<file path="config.mk">
export PLATFORM = sky130hd
export DESIGN_NAME = mask_extreme_point_finder
export DESIGN_NICKNAME = d
export VERILOG_FILES = /design/src/hdl/mepf_pkg.sv /design/src/hdl/mepf_tracker.sv /design/src/hdl/mask_extreme_point_finder.sv
export VERILOG_INCLUDE_DIRS = /design/src /design/src/hdl
export SDC_FILE = /design/constraint.sdc
export NUM_CORES = 1
export LEC_CHECK = 0
export ABC_AREA = 1
export ABC_CLOCK_PERIOD_IN_PS = 6000
export BUFFER_PORTS_ARGS = -buffer_cell sky130_fd_sc_hd__buf_4
export CAP_MARGIN = 20
export CORE_MARGIN = 2
export CORE_UTILIZATION = 60
export DETAILED_ROUTE_END_ITERATION = 16
export PLACE_DENSITY = 0.81
export SYNTH_ARGS = -nofsm -noshare
export SYNTH_HDL_FRONTEND = slang
export SYNTH_SLANG_ARGS = --single-unit
</file>
<file path="constraint.sdc">
create_clock -name clock -period 6 [get_ports clock]
set_input_delay 1.2 -clock clock [delete_from_list [all_inputs] [get_ports clock]]
set_output_delay 1.2 -clock clock [all_outputs]
set_load 0.02 [all_outputs]
</file>
<file path="src/hdl/mask_extreme_point_finder_defines.svh">
// Assertion macros used by the mask extreme point finder top level.
`ifndef MASK_EXTREME_POINT_FINDER_DEFINES_SVH
`define MASK_EXTREME_POINT_FINDER_DEFINES_SVH

// Same-cycle implication, disabled during reset.
`define MEPF_ASSERT_NOW(label, clk, rst, ante, cons, msg) \
   label: assert property (@(posedge clk) disable iff (rst) (ante) |-> (cons)) \
      else $error(msg);

// Next-cycle implication, disabled during reset.
`define MEPF_ASSERT_NEXT(label, clk, rst, ante, cons, msg) \
   label: assert property (@(posedge clk) disable iff (rst) (ante) |=> (cons)) \
      else $error(msg);

`endif

</file>
<file path="src/hdl/mepf_pkg.sv">
// Package: widths, reset values, register indexes and shared types.
package mepf_pkg;

   localparam int unsigned CFG_W       = 12;
   localparam int unsigned PIX_W       = 8;
   localparam int unsigned COORD_W     = 11;
   localparam int unsigned CSR_IDX_W   = 2;
   localparam int unsigned DEF_MAX_DIM = 2048;

   localparam logic [CFG_W-1:0] RST_FRAME_COLUMNS = 12'd640;
   localparam logic [CFG_W-1:0] RST_FRAME_ROWS    = 12'd480;
   localparam logic [PIX_W-1:0] RST_FG_THRESHOLD  = 8'd127;

   typedef enum logic [CSR_IDX_W-1:0] {
      CSR_FRAME_COLUMNS = 2'd0,
      CSR_FRAME_ROWS    = 2'd1,
      CSR_FG_THRESHOLD  = 2'd2
   } csr_index_type;

   // Input stage to tracker: item present and its foreground flag.
   typedef struct packed {
      logic valid;
      logic fg;
   } pix_ctl_type;

   typedef struct packed {
      logic               found;
      logic [COORD_W-1:0] top_row;
      logic [COORD_W-1:0] top_col;
      logic [COORD_W-1:0] bottom_row;
      logic [COORD_W-1:0] bottom_col;
      logic [COORD_W-1:0] left_col;
      logic [COORD_W-1:0] left_row;
      logic [COORD_W-1:0] right_col;
      logic [COORD_W-1:0] right_row;
   } point_set_type;

endpackage

</file>
<file path="src/hdl/mepf_tracker.sv">
// Raster position counters and the four extreme-point registers.
module mepf_tracker import mepf_pkg::*; #(
   parameter int unsigned MAX_DIM = DEF_MAX_DIM
) (
   input  logic          clock,
   input  logic          reset,
   input  logic          step,
   input  pix_ctl_type   ctl,
   input  logic [CFG_W-1:0] frame_columns,
   input  logic [CFG_W-1:0] frame_rows,
   output logic          done,
   output point_set_type result
);

   localparam int unsigned CW = (MAX_DIM > 2) ? $clog2(MAX_DIM) : 1;

   logic [CW-1:0] cols_m1;
   logic [CW-1:0] rows_m1;

   logic [CW-1:0] row_ff, row_in;
   logic [CW-1:0] col_ff, col_in;
   logic          seen_ff, seen_in;
   logic [CW-1:0] top_row_ff, top_row_in, top_col_ff, top_col_in;
   logic [CW-1:0] bot_row_ff, bot_row_in, bot_col_ff, bot_col_in;
   logic [CW-1:0] left_row_ff, left_row_in, left_col_ff, left_col_in;
   logic [CW-1:0] right_row_ff, right_row_in, right_col_ff, right_col_in;

   logic fg;
   logic upd_top, upd_bot, upd_left, upd_right;
   logic row_end;

   // Size zero acts as one, above MAX_DIM acts as MAX_DIM.
   always_comb begin
      if (frame_columns == '0) begin
         cols_m1 = '0;
      end else if (32'(frame_columns) > MAX_DIM) begin
         cols_m1 = CW'(MAX_DIM - 1);
      end else begin
         cols_m1 = CW'(frame_columns - 1'b1);
      end
      if (frame_rows == '0) begin
         rows_m1 = '0;
      end else if (32'(frame_rows) > MAX_DIM) begin
         rows_m1 = CW'(MAX_DIM - 1);
      end else begin
         rows_m1 = CW'(frame_rows - 1'b1);
      end
   end

   assign fg        = ctl.valid & ctl.fg;
   assign upd_top   = fg & (~seen_ff | (row_ff <  top_row_ff));
   assign upd_bot   = fg & (~seen_ff | (row_ff >= bot_row_ff));
   assign upd_left  = fg & (~seen_ff | (col_ff <  left_col_ff));
   assign upd_right = fg & (~seen_ff | (col_ff >= right_col_ff));

   assign row_end = (col_ff >= cols_m1);
   assign done    = ctl.valid & row_end & (row_ff >= rows_m1);

   always_comb begin
      seen_in      = seen_ff | fg;
      top_row_in   = upd_top   ? row_ff : top_row_ff;
      top_col_in   = upd_top   ? col_ff : top_col_ff;
      bot_row_in   = upd_bot   ? row_ff : bot_row_ff;
      bot_col_in   = upd_bot   ? col_ff : bot_col_ff;
      left_row_in  = upd_left  ? row_ff : left_row_ff;
      left_col_in  = upd_left  ? col_ff : left_col_ff;
      right_row_in = upd_right ? row_ff : right_row_ff;
      right_col_in = upd_right ? col_ff : right_col_ff;
      if (row_end) begin
         col_in = '0;
         row_in = CW'(row_ff + 1'b1);
      end else begin
         col_in = CW'(col_ff + 1'b1);
         row_in = row_ff;
      end
   end

   // Result reflects the final pixel of the frame.
   always_comb begin
      result.found      = seen_in;
      result.top_row    = COORD_W'(top_row_in);
      result.top_col    = COORD_W'(top_col_in);
      result.bottom_row = COORD_W'(bot_row_in);
      result.bottom_col = COORD_W'(bot_col_in);
      result.left_col   = COORD_W'(left_col_in);
      result.left_row   = COORD_W'(left_row_in);
      result.right_col  = COORD_W'(right_col_in);
      result.right_row  = COORD_W'(right_row_in);
   end

   always_ff @(posedge clock) begin
      if (reset || (step && done)) begin
         row_ff       <= '0;
         col_ff       <= '0;
         seen_ff      <= 1'b0;
         top_row_ff   <= '0;
         top_col_ff   <= '0;
         bot_row_ff   <= '0;
         bot_col_ff   <= '0;
         left_row_ff  <= '0;
         left_col_ff  <= '0;
         right_row_ff <= '0;
         right_col_ff <= '0;
      end else if (step) begin
         row_ff       <= row_in;
         col_ff       <= col_in;
         seen_ff      <= seen_in;
         top_row_ff   <= top_row_in;
         top_col_ff   <= top_col_in;
         bot_row_ff   <= bot_row_in;
         bot_col_ff   <= bot_col_in;
         left_row_ff  <= left_row_in;
         left_col_ff  <= left_col_in;
         right_row_ff <= right_row_in;
         right_col_ff <= right_col_in;
      end
   end

endmodule

</file>
<file path="src/hdl/mask_extreme_point_finder.sv">
// Top level: mask extreme point finder.
//
//   channel   direction  handshake             payload
//   req       in         req_valid/req_stall   req_pixel
//   rsp       out        rsp_valid/rsp_stall   rsp_found and eight coordinates
//   csr       in         csr_we                csr_index, csr_wdata
//
// One pixel is taken every cycle unless req_stall is high; the tracker register update is the only loop.
// rsp_valid is registered: the frame's last pixel passes the input stage, then sets rsp_valid_ff as it steps.
// Reset clears counters, points and handshake state and restores register defaults.
// rsp_stall holds the result; req_stall rises only when the input stage is also full.
`include "mask_extreme_point_finder_defines.svh"

module mask_extreme_point_finder import mepf_pkg::*; #(
   parameter int unsigned MAX_DIM = DEF_MAX_DIM
) (
   input  logic                 clock,
   input  logic                 reset,
   input  logic                 req_valid,
   output logic                 req_stall,
   input  logic [PIX_W-1:0]     req_pixel,
   output logic                 rsp_valid,
   input  logic                 rsp_stall,
   output logic                 rsp_found,
   output logic [COORD_W-1:0]   rsp_top_row,
   output logic [COORD_W-1:0]   rsp_top_col,
   output logic [COORD_W-1:0]   rsp_bottom_row,
   output logic [COORD_W-1:0]   rsp_bottom_col,
   output logic [COORD_W-1:0]   rsp_left_col,
   output logic [COORD_W-1:0]   rsp_left_row,
   output logic [COORD_W-1:0]   rsp_right_col,
   output logic [COORD_W-1:0]   rsp_right_row,
   input  logic                 csr_we,
   input  logic [CSR_IDX_W-1:0] csr_index,
   input  logic [CFG_W-1:0]     csr_wdata
);

   logic [CFG_W-1:0] frame_columns_ff;
   logic [CFG_W-1:0] frame_rows_ff;
   logic [PIX_W-1:0] fg_threshold_ff;

   pix_ctl_type   ctl_ff, ctl_in;
   point_set_type rsp_ff;
   logic          rsp_valid_ff, rsp_valid_in;
   point_set_type result;
   logic          done;
   logic          advance;
   logic          step;

   always_ff @(posedge clock) begin
      if (reset) begin
         frame_columns_ff <= RST_FRAME_COLUMNS;
         frame_rows_ff    <= RST_FRAME_ROWS;
         fg_threshold_ff  <= RST_FG_THRESHOLD;
      end else if (csr_we) begin
         case (csr_index)
            CSR_FRAME_COLUMNS: frame_columns_ff <= csr_wdata;
            CSR_FRAME_ROWS:    frame_rows_ff    <= csr_wdata;
            CSR_FG_THRESHOLD:  fg_threshold_ff  <= csr_wdata[PIX_W-1:0];
            default: ;
         endcase
      end
   end

   // Output register frees up when empty or taken this cycle.
   assign advance   = ~rsp_valid_ff | ~rsp_stall;
   assign step      = ctl_ff.valid & advance;
   assign req_stall = ctl_ff.valid & ~advance;

   always_comb begin
      ctl_in = ctl_ff;
      if (!req_stall) begin
         ctl_in.valid = req_valid;
         ctl_in.fg    = (req_pixel >= fg_threshold_ff);
      end
      rsp_valid_in = rsp_valid_ff;
      if (advance) begin
         rsp_valid_in = step & done;
      end
   end

   always_ff @(posedge clock) begin
      if (reset) begin
         ctl_ff       <= '0;
         rsp_valid_ff <= 1'b0;
      end else begin
         ctl_ff       <= ctl_in;
         rsp_valid_ff <= rsp_valid_in;
      end
   end

   always_ff @(posedge clock) begin
      if (step && done) begin
         rsp_ff <= result;
      end
   end

   mepf_tracker #(
      .MAX_DIM (MAX_DIM)
   ) u_tracker (
      .clock         (clock),
      .reset         (reset),
      .step          (step),
      .ctl           (ctl_ff),
      .frame_columns (frame_columns_ff),
      .frame_rows    (frame_rows_ff),
      .done          (done),
      .result        (result)
   );

   assign rsp_valid      = rsp_valid_ff;
   assign rsp_found      = rsp_ff.found;
   assign rsp_top_row    = rsp_ff.top_row;
   assign rsp_top_col    = rsp_ff.top_col;
   assign rsp_bottom_row = rsp_ff.bottom_row;
   assign rsp_bottom_col = rsp_ff.bottom_col;
   assign rsp_left_col   = rsp_ff.left_col;
   assign rsp_left_row   = rsp_ff.left_row;
   assign rsp_right_col  = rsp_ff.right_col;
   assign rsp_right_row  = rsp_ff.right_row;

   `MEPF_ASSERT_NOW(a_stall_only_when_full, clock, reset, req_stall,
      ctl_ff.valid && rsp_valid_ff && rsp_stall, "input stalled without backpressure")
   `MEPF_ASSERT_NOW(a_result_from_step, clock, reset, $rose(rsp_valid_ff),
      $past(ctl_ff.valid), "result appeared with no item in the tracker")
   `MEPF_ASSERT_NOW(a_empty_frame_zero, clock, reset, rsp_valid_ff && !rsp_ff.found,
      rsp_ff.top_row == '0 && rsp_ff.bottom_row == '0 && rsp_ff.left_col == '0 &&
      rsp_ff.right_col == '0 && rsp_ff.top_col == '0 && rsp_ff.right_row == '0,
      "empty frame result has nonzero coordinates")

endmodule

</file>
Yosys cells after proc, flatten, opt, wreduce, memory -nomap -nowiden
Cells that the tools add are included.

Add/subtract/negate cells: 4. $lt $le $gt $ge: 9. Equal/unequal tests: 2. Multiplexer cells: 13. Bitwise logic cells: 20. Reductions and logical operators: 9.

Operators with widths (count): 11-bit two-way mux (13); 11-bit >= comparator (4); 12-bit greater-than comparator (second input constant) (2); 12-bit zero test (2); 11-bit by 1-bit adder with 11-bit output (second input constant) (2); 11-bit < comparator (2); 11-bit by 1-bit subtractor with 11-bit output (second input constant) (2); 1-bit AND (10); 8-bit >= comparator (1); 2-bit AND reduction (4); 1-bit bitwise OR (6); 1-bit inverter (4); 2-bit by 1-bit equality test with 1-bit output (second input constant) (1); 2-bit equality test (second input constant) (1); 2-bit zero test (1); 1-bit logical AND (1); 1-bit logical OR (1).

Bits in registers: 235. Bits of input ports: 27. Output and inout port bits: 91. Word-level logic and storage cells: 83.

Longest topological paths before layout
Gate-level depths: netlist of the first run.

Depth in word-level cells: 8. Depth in mapped cells: 24. Mapped depth without buffers: 22.

Hierarchy
From an unflattened synthesis of the first run, not the netlist that was laid out.

Cells, all modules: 1611. Area total of the unflattened synthesis: 12570.8 sq um.

Modules (own cells, without submodules): mepf_tracker (times used 1, cells each 1329, area each 8400.6 sq um); mask_extreme_point_finder (times used 1, cells each 282, area each 4170.2 sq um).

Worst setup path before layout of the first run
Ideal clock, no wire load.

Path type: register to register. Start: register frame_columns_ff[0]. End: register rsp_ff (netlist bit rsp_bottom_col[0]), enable pin. Setup time: 443 ps. Arrival: 4218 ps. Slack: 1339 ps. Stages on the path, launching flop included: 23. Buffers on the path: 3. Cells stage by stage: dfxtp_1 inv_1 ha_1 nand2_2 nor2_4 nand3_4 nor2_4 nand3_2 or2_1 buf_6 nand2_1 nand2_1 ha_1 nand2_1 nor2_1 nand2_1 nor2_1 nor2_1 nand3_2 nand3_2 buf_6 buf_6 inv_1.

Cells in the longest elaborated chain, start to end: 7. Elaborated cells between the ends (all ways): 9.

Ends and longest elaborated chain: from (decl) (RTL line mask_extreme_point_finder.sv:38) `logic [CFG_W-1:0] frame_columns_ff;`; from (signal assigned) (RTL line mask_extreme_point_finder.sv:57) `CSR_FRAME_COLUMNS: frame_columns_ff <= csr_wdata;`; 11-bit by 1-bit subtractor with 11-bit output or 12-bit greater-than comparator (tied branches) (RTL line mepf_tracker.sv:39, mepf_tracker.sv:36); 11-bit two-way mux (RTL line mepf_tracker.sv:36) `end else if (32'(frame_columns) > MAX_DIM) begin`; 11-bit two-way mux (*) (RTL line mepf_tracker.sv:34) `if (frame_columns == '0) begin`; 11-bit >= comparator (*) (RTL line mepf_tracker.sv:56) `assign row_end = (col_ff >= cols_m1);`; 1-bit AND (*) (2 in series) (RTL line mepf_tracker.sv:57) `assign done = ctl.valid & row_end & (row_ff >= rows_m1);`; 1-bit logical AND (*) (RTL line mask_extreme_point_finder.sv:93) `if (step && done) begin`; to (signal assigned) (RTL line mask_extreme_point_finder.sv:94) `rsp_ff <= result;`; to (decl) (RTL line mask_extreme_point_finder.sv:43) `point_set_type rsp_ff;`.

Mark *: on every way between the ends. The rest lies on a longest branch, timed or not. A chain may end at the register's enable or synchronous reset.

Final worst setup path of the first run
Start: register frame_columns_ff[0]. End: register u_tracker.bot_col_ff[10].

Cells in the longest elaborated chain, start to end: 8. Elaborated cells between the ends (all ways): 10.

Ends and longest elaborated chain: 11-bit by 1-bit subtractor with 11-bit output or 12-bit greater-than comparator (tied branches) (RTL line mepf_tracker.sv:39, mepf_tracker.sv:36); 11-bit two-way mux (RTL line mepf_tracker.sv:36); 11-bit two-way mux (*) (RTL line mepf_tracker.sv:34); 11-bit >= comparator (*) (RTL line mepf_tracker.sv:56); 1-bit AND (*) (2 in series) (RTL line mepf_tracker.sv:57); 1-bit logical AND (*) (RTL line mepf_tracker.sv:92) `if (reset || (step && done)) begin`; 1-bit logical OR (*) (RTL line mepf_tracker.sv:92); to (signal assigned) (RTL line mepf_tracker.sv:111) `bot_col_ff <= bot_col_in;`; to (decl) (RTL line mepf_tracker.sv:24) `logic [CW-1:0] bot_row_ff, bot_row_in, bot_col_ff, bot_col_in;`.

Marks and branches as above.

==> results.md, run 1 <==
- Most frequent cells in the layout: 427 x nand2_1, 230 x inv_1, 211 x nand3_1
- Normalized max-slew margin: 0.3265
- Worst vdd ir: 0.2121 mV
- # IOs: 118
- Buffers on Ports: 117
- Routability Congestion: 0.8845
- Initial Util: 0.6154
- Reg clk slew, reported paths: 0.06 ns
- Int Power: 2.746 mW
- Vias in the first global route: 10199
- Antenna viol nets, final: 0
- Worst setup EP type: flip-flop
- Filler cell count: 1665
- Post-CTS Setup Bufs: 0
- Hold Fails Final Rpt: 0
- Final Setup Violations: 0
- Post-synthesis register bit count: 235
- Setup TNS: 0 ns
- H-tree depth: 1
- CP required: 6.41 ns
- Crit Reg-Reg Startpoint: frame_columns_ff[0]$_SDFFE_PP0P_
- Sw Share: 0.2528
- Hold_sp: fg_threshold_ff[7]$_SDFFE_PP0P_
- Comb pwr share: 0.111
- Post-route minimum period: 4.037 ns
- WP data arrival: 4.45 ns
- Reg2reg path depth: 23
- Core footprint: 0.02043 sq mm
- YS warnings: 0
- Synth Area per Inst: 7.619 sq um
- Initial antenna violation count: 0
- Vias per cell: 5.496
- Ys flop type: dfxtp_1
- Max Freq: 247.7 MHz
- Hold Buf Count CTS: 0
- Clk Latency, worst-skew pair: 0.53 ns
- Hold EP: fg_threshold_ff[7]$_SDFFE_PP0P_
- Via count: 11096
- Power per Cell Area: 257.3 mW/mm^2
- Worst hold path depth: 2
- Outcome: finished, final reports clean
- Yosys cell types: 42
- Clock power share: 0.416
- Root Buffer Master: clkbuf_16
- Final Cycle Share: 0.6728
- Post-synth ARST share: 0
- Post-synth EDFFs: 89
- Die Span X: 148.8 um
- First-pass GRT wire length: 48680 um
- Largest net degree at the start of global routing: 92
- Unrepaired setup endpoints after global routing: no
- Max FO, Critical Path: 38
- Largest regs: frame_columns_ff (12), frame_rows_ff (12)
- Cell count after synthesis: 1650
- CTS Buf Count: 25
- Post-Route Skew: 0.02070 ns
- DR iter-0 viols: 1065
- Layout net count: 1834
- Grt total ovfl: 0
- Routed WL: 30340 um
- Layout cell share with drive strength beyond 1: 0.1246
- Critical path class: flip-flop to flip-flop
- Synth Net Count: 1753
- Clk buf depth: 3
- R2R setup slack: 1.96 ns
- Clk sinks: 235
- Commonest non-fill, non-tap cell in the layout: nand2_1
- Fin cells: 2019
- Leakage Power: 7.177 nW
- CTS resizes: 0
- Tot Pwr: 3.675 mW
- DR WL met3: 2274 um
- Hold Crit Class: flip-flop to flip-flop
- Met2 WL post-DR: 14850 um
- Antenna fix cells: 0
- Floorplan row count: 52
- Met1 Wirelength: 12250 um
- DIE HEIGHT: 148.8 um
- Mapped Area: 0.01257 sq mm
- Post-DR wirelength/cell: 15.03 um
- Seq/Total Area, Yosys: 0.4451
- Flop pwr share: 0.473
- Reg-to-Reg End: u_tracker.bot_col_ff[10]$_SDFFE_PP0P_
- Total die area: 0.02213 sq mm
- GRT Util Overall: 0.2700
- Worst slew pin tran: 1.007 ns
- Net Switching: 0.9291 mW
- CTS tree: built
- CP startpoint kind: flip-flop
- Drt pass-1 iters: 7
- Max-slew violations: 0
- Top routing layer in use: met4
- Max_cap viols: 0
- Placed insts: 1973
- Dpl hpwl: 20250 um
- Area growth from synthesis to layout: 13.59%
- Residual DRC count: 0
[cells in the mapped netlist (all sizes together) (2+ instances only)]
| cell | number | area [sq um] |
|---|---|---|
| a21oi | 105 | 578.1 |
| buf | 50 | 325.3 |
| clkbuf | 23 | 86.33 |
| clkinv | 3 | 11.26 |
| dfxtp | 146 | 2923 |
| edfxtp | 89 | 2673 |
| ha | 76 | 950.9 |
| inv | 237 | 889.6 |
| nand2 | 437 | 1680 |
| nand3 | 218 | 1141 |
| nand4 | 11 | 81.32 |
| nor2 | 157 | 626.8 |
| nor3 | 13 | 70.07 |
| nor3b | 3 | 22.52 |
| nor4 | 2 | 12.51 |
| o211ai | 9 | 67.56 |
| o21a | 3 | 22.52 |
| o21ai | 44 | 220.2 |
| o31ai | 2 | 15.01 |
| or2 | 5 | 31.28 |
| xnor2 | 2 | 17.52 |
| xor2 | 11 | 96.34 |
[critical path, cell delays in order (launching register included)]
cell and delay, ns:
dfxtp_1 0.30, inv_1 0.12, ha_1 0.19, nand2_2 0.09
nor2_4 0.15, nand3_4 0.09, nor2_4 0.12, nand3_2 0.08
or2_1 0.34, nand2_1 0.10, nand2_1 0.05, ha_1 0.27
nand2_1 0.05, nor2_1 0.08, nand2_1 0.05, nor2_1 0.08
nor2_1 0.06, nand3_2 0.10, nand3_2 0.31, nand2_2 0.76
buf_4 0.33, nor2_1 0.06, nand2_1 0.07, inv_1 0.04
[per-layer routing]
metal	up-vias	global-route usage
met5	-	0
met3	87	0.03700
li1	5468	-
met4	0	0.09429
met2	437	0.4704
met1	5104	0.3461
[kinds of logic after synthesis]
kind of cell	Yosys count	synth area share
AOI/OAI and AO/OA	166	0.07365
xor gates and xnor gates	13	0.009057
adders and majority gates	76	0.07564
buffers and inverters	313	0.1044
DFF	235	0.4451
and+or+nand+nor	847	0.2922
[cell type report]
class	instances	area [sq um]	share of cell area
Inverter	240	903.4	0.06326
Clock buffer	26	629.4	0.04407
Timing Repair Buffer	127	965.9	0.06764
Sequential cell	235	5595	0.3918
Clock inverter	19	185.2	0.01297
Multi-Input combinational cell	1102	5664	0.3966
Tap cell	270	337.8	0.02366
[how the worst max path moves through the flow]
stage | from | end | slack, ns | cells after the start
finish | frame_columns_ff[0]$_SDFFE_PP0P_ | u_tracker.bot_col_ff[10]$_SDFFE_PP0P_ | 1.96 | 23
global route | frame_columns_ff[0]$_SDFFE_PP0P_ | u_tracker.bot_col_ff[10]$_SDFFE_PP0P_ | 1.56 | 23
CTS | frame_columns_ff[0]$_SDFFE_PP0P_ | u_tracker.bot_col_ff[3]$_SDFFE_PP0P_ | 2.00 | 23
detailed placement | frame_columns_ff[0]$_SDFFE_PP0P_ | u_tracker.bot_row_ff[5]$_SDFFE_PP0P_ | 2.02 | 21
global placement | rsp_stall | u_tracker.bot_row_ff[6]$_SDFFE_PP0P_ | 2.06 | 10
floorplan | frame_columns_ff[0]$_SDFFE_PP0P_ | rsp_bottom_col[0]$_DFFE_PP_ | 1.34 | 22
[stage by stage]
stage               instance area (sq um)  setup slack (ns)    util  hold WS, ns
finish                              14280             1.963  0.6990       0.4867
CTS                                 14270             2.002  0.6987       0.4816
detailed placement                  13460             2.018  0.6588       0.4707
global route                        14280             1.555  0.6990       0.5102
global placement                    13460             2.062  0.6588       0.4570
floorplan                           12570             1.339       -       0.4331
[power by group through the flow]
stage,combinational (mW),clock [mW],sequential [mW]
after floorplan,0.313,0,1.76
after global placement,0.383,0,1.77
after detailed placement,0.399,0,1.77
after CTS,0.403,1.55,1.74
after global routing,0.465,1.61,1.74
final,0.407,1.53,1.74
(Power assumes the default switching activity.)
==> inputs of run 2 (changes only) <==
--- a/config.mk
+++ b/config.mk
@@ -6,14 +6,14 @@
 export SDC_FILE = /design/constraint.sdc
 export NUM_CORES = 1
 export LEC_CHECK = 0
-export ABC_AREA = 1
-export ABC_CLOCK_PERIOD_IN_PS = 6000
+export ABC_AREA = 0
+export ABC_CLOCK_PERIOD_IN_PS = 3500
 export BUFFER_PORTS_ARGS = -buffer_cell sky130_fd_sc_hd__buf_4
 export CAP_MARGIN = 20
 export CORE_MARGIN = 2
-export CORE_UTILIZATION = 60
+export CORE_UTILIZATION = 54
 export DETAILED_ROUTE_END_ITERATION = 16
-export PLACE_DENSITY = 0.81
+export PLACE_DENSITY = 0.77
 export SYNTH_ARGS = -nofsm -noshare
 export SYNTH_HDL_FRONTEND = slang
 export SYNTH_SLANG_ARGS = --single-unit
==> constraint.sdc (replaced) <==
create_clock -name clock -period 3.5 [get_ports clock]
set_input_delay 0.7 -clock clock [delete_from_list [all_inputs] [get_ports clock]]
set_output_delay 0.7 -clock clock [all_outputs]
set_load 0.02 [all_outputs]
==> results.md, run 2 <==
- Largest net degree at the start of global routing: 46
- Comb pwr share: 0.052
- Int Power: 4.425 mW
- Net Switching: 1.219 mW
- Leakage Power: 5.277 nW
- CP required: 3.72 ns
- Complex-gate fraction of the synthesized area: 0.1083
- Buffers on Ports: 117
- Layout net count: 1377
- Seq/Total Area, Yosys: 0.4687
- Simple-Gate Fraction of Synth Area: 0.1475
- Reg clk slew, reported paths: 0.06 ns
- Cell count after synthesis: 1160
- Mapped Area: 0.01194 sq mm
- Post-synth ARST share: 0
- Outcome: finished, final reports clean
- Ys flop type: dfxtp_1
- Post-Route Skew: 0.01811 ns
- Worst setup EP type: flip-flop
- Critical path class: flip-flop to flip-flop
- Sw Share: 0.2160
- Commonest non-fill, non-tap cell in the layout: buf_4
- Top cells by count, synth: 146 x dfxtp_1, 106 x nor2_1, 94 x nand2_1
- Post-synthesis xor/xnor area fraction: 0.02421
- Max-slew violations: 0
- Residual DRC count: 0
- Area growth from synthesis to layout: 19.42%
- Synth Net Count: 1263
- Layout cell share with drive strength beyond 1: 0.3166
- Antenna fix cells: 0
- First-pass GRT wire length: 41930 um
- Fin cells: 1572
- Worst vdd ir: 0.2921 mV
- Flop pwr share: 0.506
- Most frequent cell after synthesis: dfxtp_1
- Hold Fails Final Rpt: 0
- Routed WL: 26800 um
- CTS Buf Count: 24
- DR iter-0 viols: 414
- Clk Latency, worst-skew pair: 0.52 ns
- Synth Area per Inst: 10.29 sq um
- Max_cap viols: 0
- GRT Util Overall: 0.2155
- Worst slew pin tran: 0.6812 ns
- Placed insts: 1513
- Initial antenna violation count: 0
- Max FO, Critical Path: 6
- Initial Util: 0.5487
- Floorplan row count: 54
- Hold Crit Class: input port to flip-flop
- WP data arrival: 3.71 ns
- Clk sinks: 235
- Unrepaired setup endpoints after global routing: yes
- Clk buf depth: 3
- Grt total ovfl: 0
- Hold WS: 0.4087 ns
- Finished Cell Area: 0.01426 sq mm
- Routability Congestion: 0.8339
- Yosys cell types: 58
- Max Freq: 287.0 MHz
- Vias per cell: 5.545
- Post-synthesis register bit count: 235
- Post-DR wirelength/cell: 17.05 um
- CTS tree: built
- Via count: 8716
- Main combinational cell family by area after synthesis: simple AND/OR/NAND/NOR gates
- Post-synth EDFFs: 89
- Core footprint: 0.02176 sq mm
- Dpl hpwl: 17160 um
- Post-Synth Adder-Cell Area: 0.08049
- Post-synthesis mux area share: 0.1207
- Tot Pwr: 5.644 mW
- Antenna viol nets, final: 0
- Post-route minimum period: 3.484 ns
- Vias in the first global route: 8360
- Cell taking the most area after synthesis: dfxtp_1
- Die Span X: 152.7 um
- Final Cycle Share: 0.9955
- Power per Cell Area: 395.9 mW/mm^2
- Largest regs: frame_columns_ff (12), frame_rows_ff (12)
- CP startpoint kind: flip-flop
- Clock power share: 0.442
- Final Setup Violations: 0
- Placed inst area: 0.01316 sq mm
- H-tree depth: 1
- DIE HEIGHT: 152.7 um
- Area share of the largest cell type after synthesis: 0.2448
- Normalized max-slew margin: 0.5443
- Root Buffer Master: clkbuf_16
- Drt pass-1 iters: 4
- Total die area: 0.02331 sq mm
- YS warnings: 0
- Final core utilization: 0.6553
- Main area contributors after synthesis: dfxtp_1 24%, edfxtp_1 22%, mux2_2 8.3%
- Most frequent cells in the layout: 150 x buf_4, 142 x dfxtp_1, 102 x nor2_1
- # IOs: 118
## run 2: power by group through the flow
stage	logic [mW]	registers, mW	clock network, mW
finish	0.294	2.86	2.49
global route	0.327	2.86	2.64
CTS	0.281	2.86	2.53
detailed placement	0.280	2.92	0
global placement	0.273	2.91	0
floorplan	0.201	2.91	0
## run 2: worst max-delay path, stage by stage (launching register included)
cell	delay, ns
dfxtp_2	0.33
or4_4	0.55
nor4_4	0.30
nand3_2	0.16
or2_4	0.30
a21oi_1	0.17
ha_1	0.18
a21oi_2	0.06
o21ai_0	0.16
a21oi_1	0.06
o31ai_1	0.24
buf_4	0.17
nand2_4	0.06
clkinvlp_4	0.13
buf_6	0.16
clkbuf_16	0.16
## run 2: area by class of cell
type,instances,area (sq um)
fill,1685,7500
multi-input combinational,787,5857
sequential,235,5600
timing repair buffer,166,1446
clock buffer,36,706.9
tap,280,350.3
inverter,60,229.0
clock inverter,8,66.31
## run 2: metal layers
metal | vias to the layer above | track usage | routed length [um]
li1 | 4302 | - | -
met1 | 4165 | 0.2809 | 11810
met2 | 206 | 0.3722 | 12750
met3 | 43 | 0.03982 | 1713
met4 | 0 | 0.05335 | 526
met5 | - | 0 | 0
## run 2: stage by stage
step,setup TNS [ns],setup WS [ns]
after global placement,0,0.1072
after floorplan,-60.06,-0.6748
after CTS,0,0.03502
after detailed placement,0,0.03898
final,0,0.01566
after global routing,-16.06,-0.1242
## run 2: logic make-up after synthesis
group / count (synthesis)
DFF: 235
and+or+nand+nor: 338
xor gates and xnor gates: 33
buffers and inverters: 138
adders and majority gates: 77
AOI/OAI and AO/OA: 206
muxes: 133
## run 2: path summary, 6_finish.rpt
kind                                                      start                               to  slack (ns)  depth (start not counted)
worst max-delay path              frame_rows_ff[3]$_SDFFE_PP0P_       rsp_right_col[8]$_DFFE_PP_        0.02                         15
worst min-delay path                               csr_wdata[8]    frame_rows_ff[8]$_SDFFE_PP1P_        0.41                          3
worst max register to register    frame_rows_ff[3]$_SDFFE_PP0P_       rsp_right_col[8]$_DFFE_PP_        0.02                         15
worst min register to register  fg_threshold_ff[7]$_SDFFE_PP0P_  fg_threshold_ff[7]$_SDFFE_PP0P_        0.47                          2
## run 2: timing repair
item / 4_1_cts / 5_1_grt
hold buffers: 0 / 0
endpoints found under the setup margin: 0 / 198
gates resized for setup: 0 / 27
buffers inserted: 0 / 6
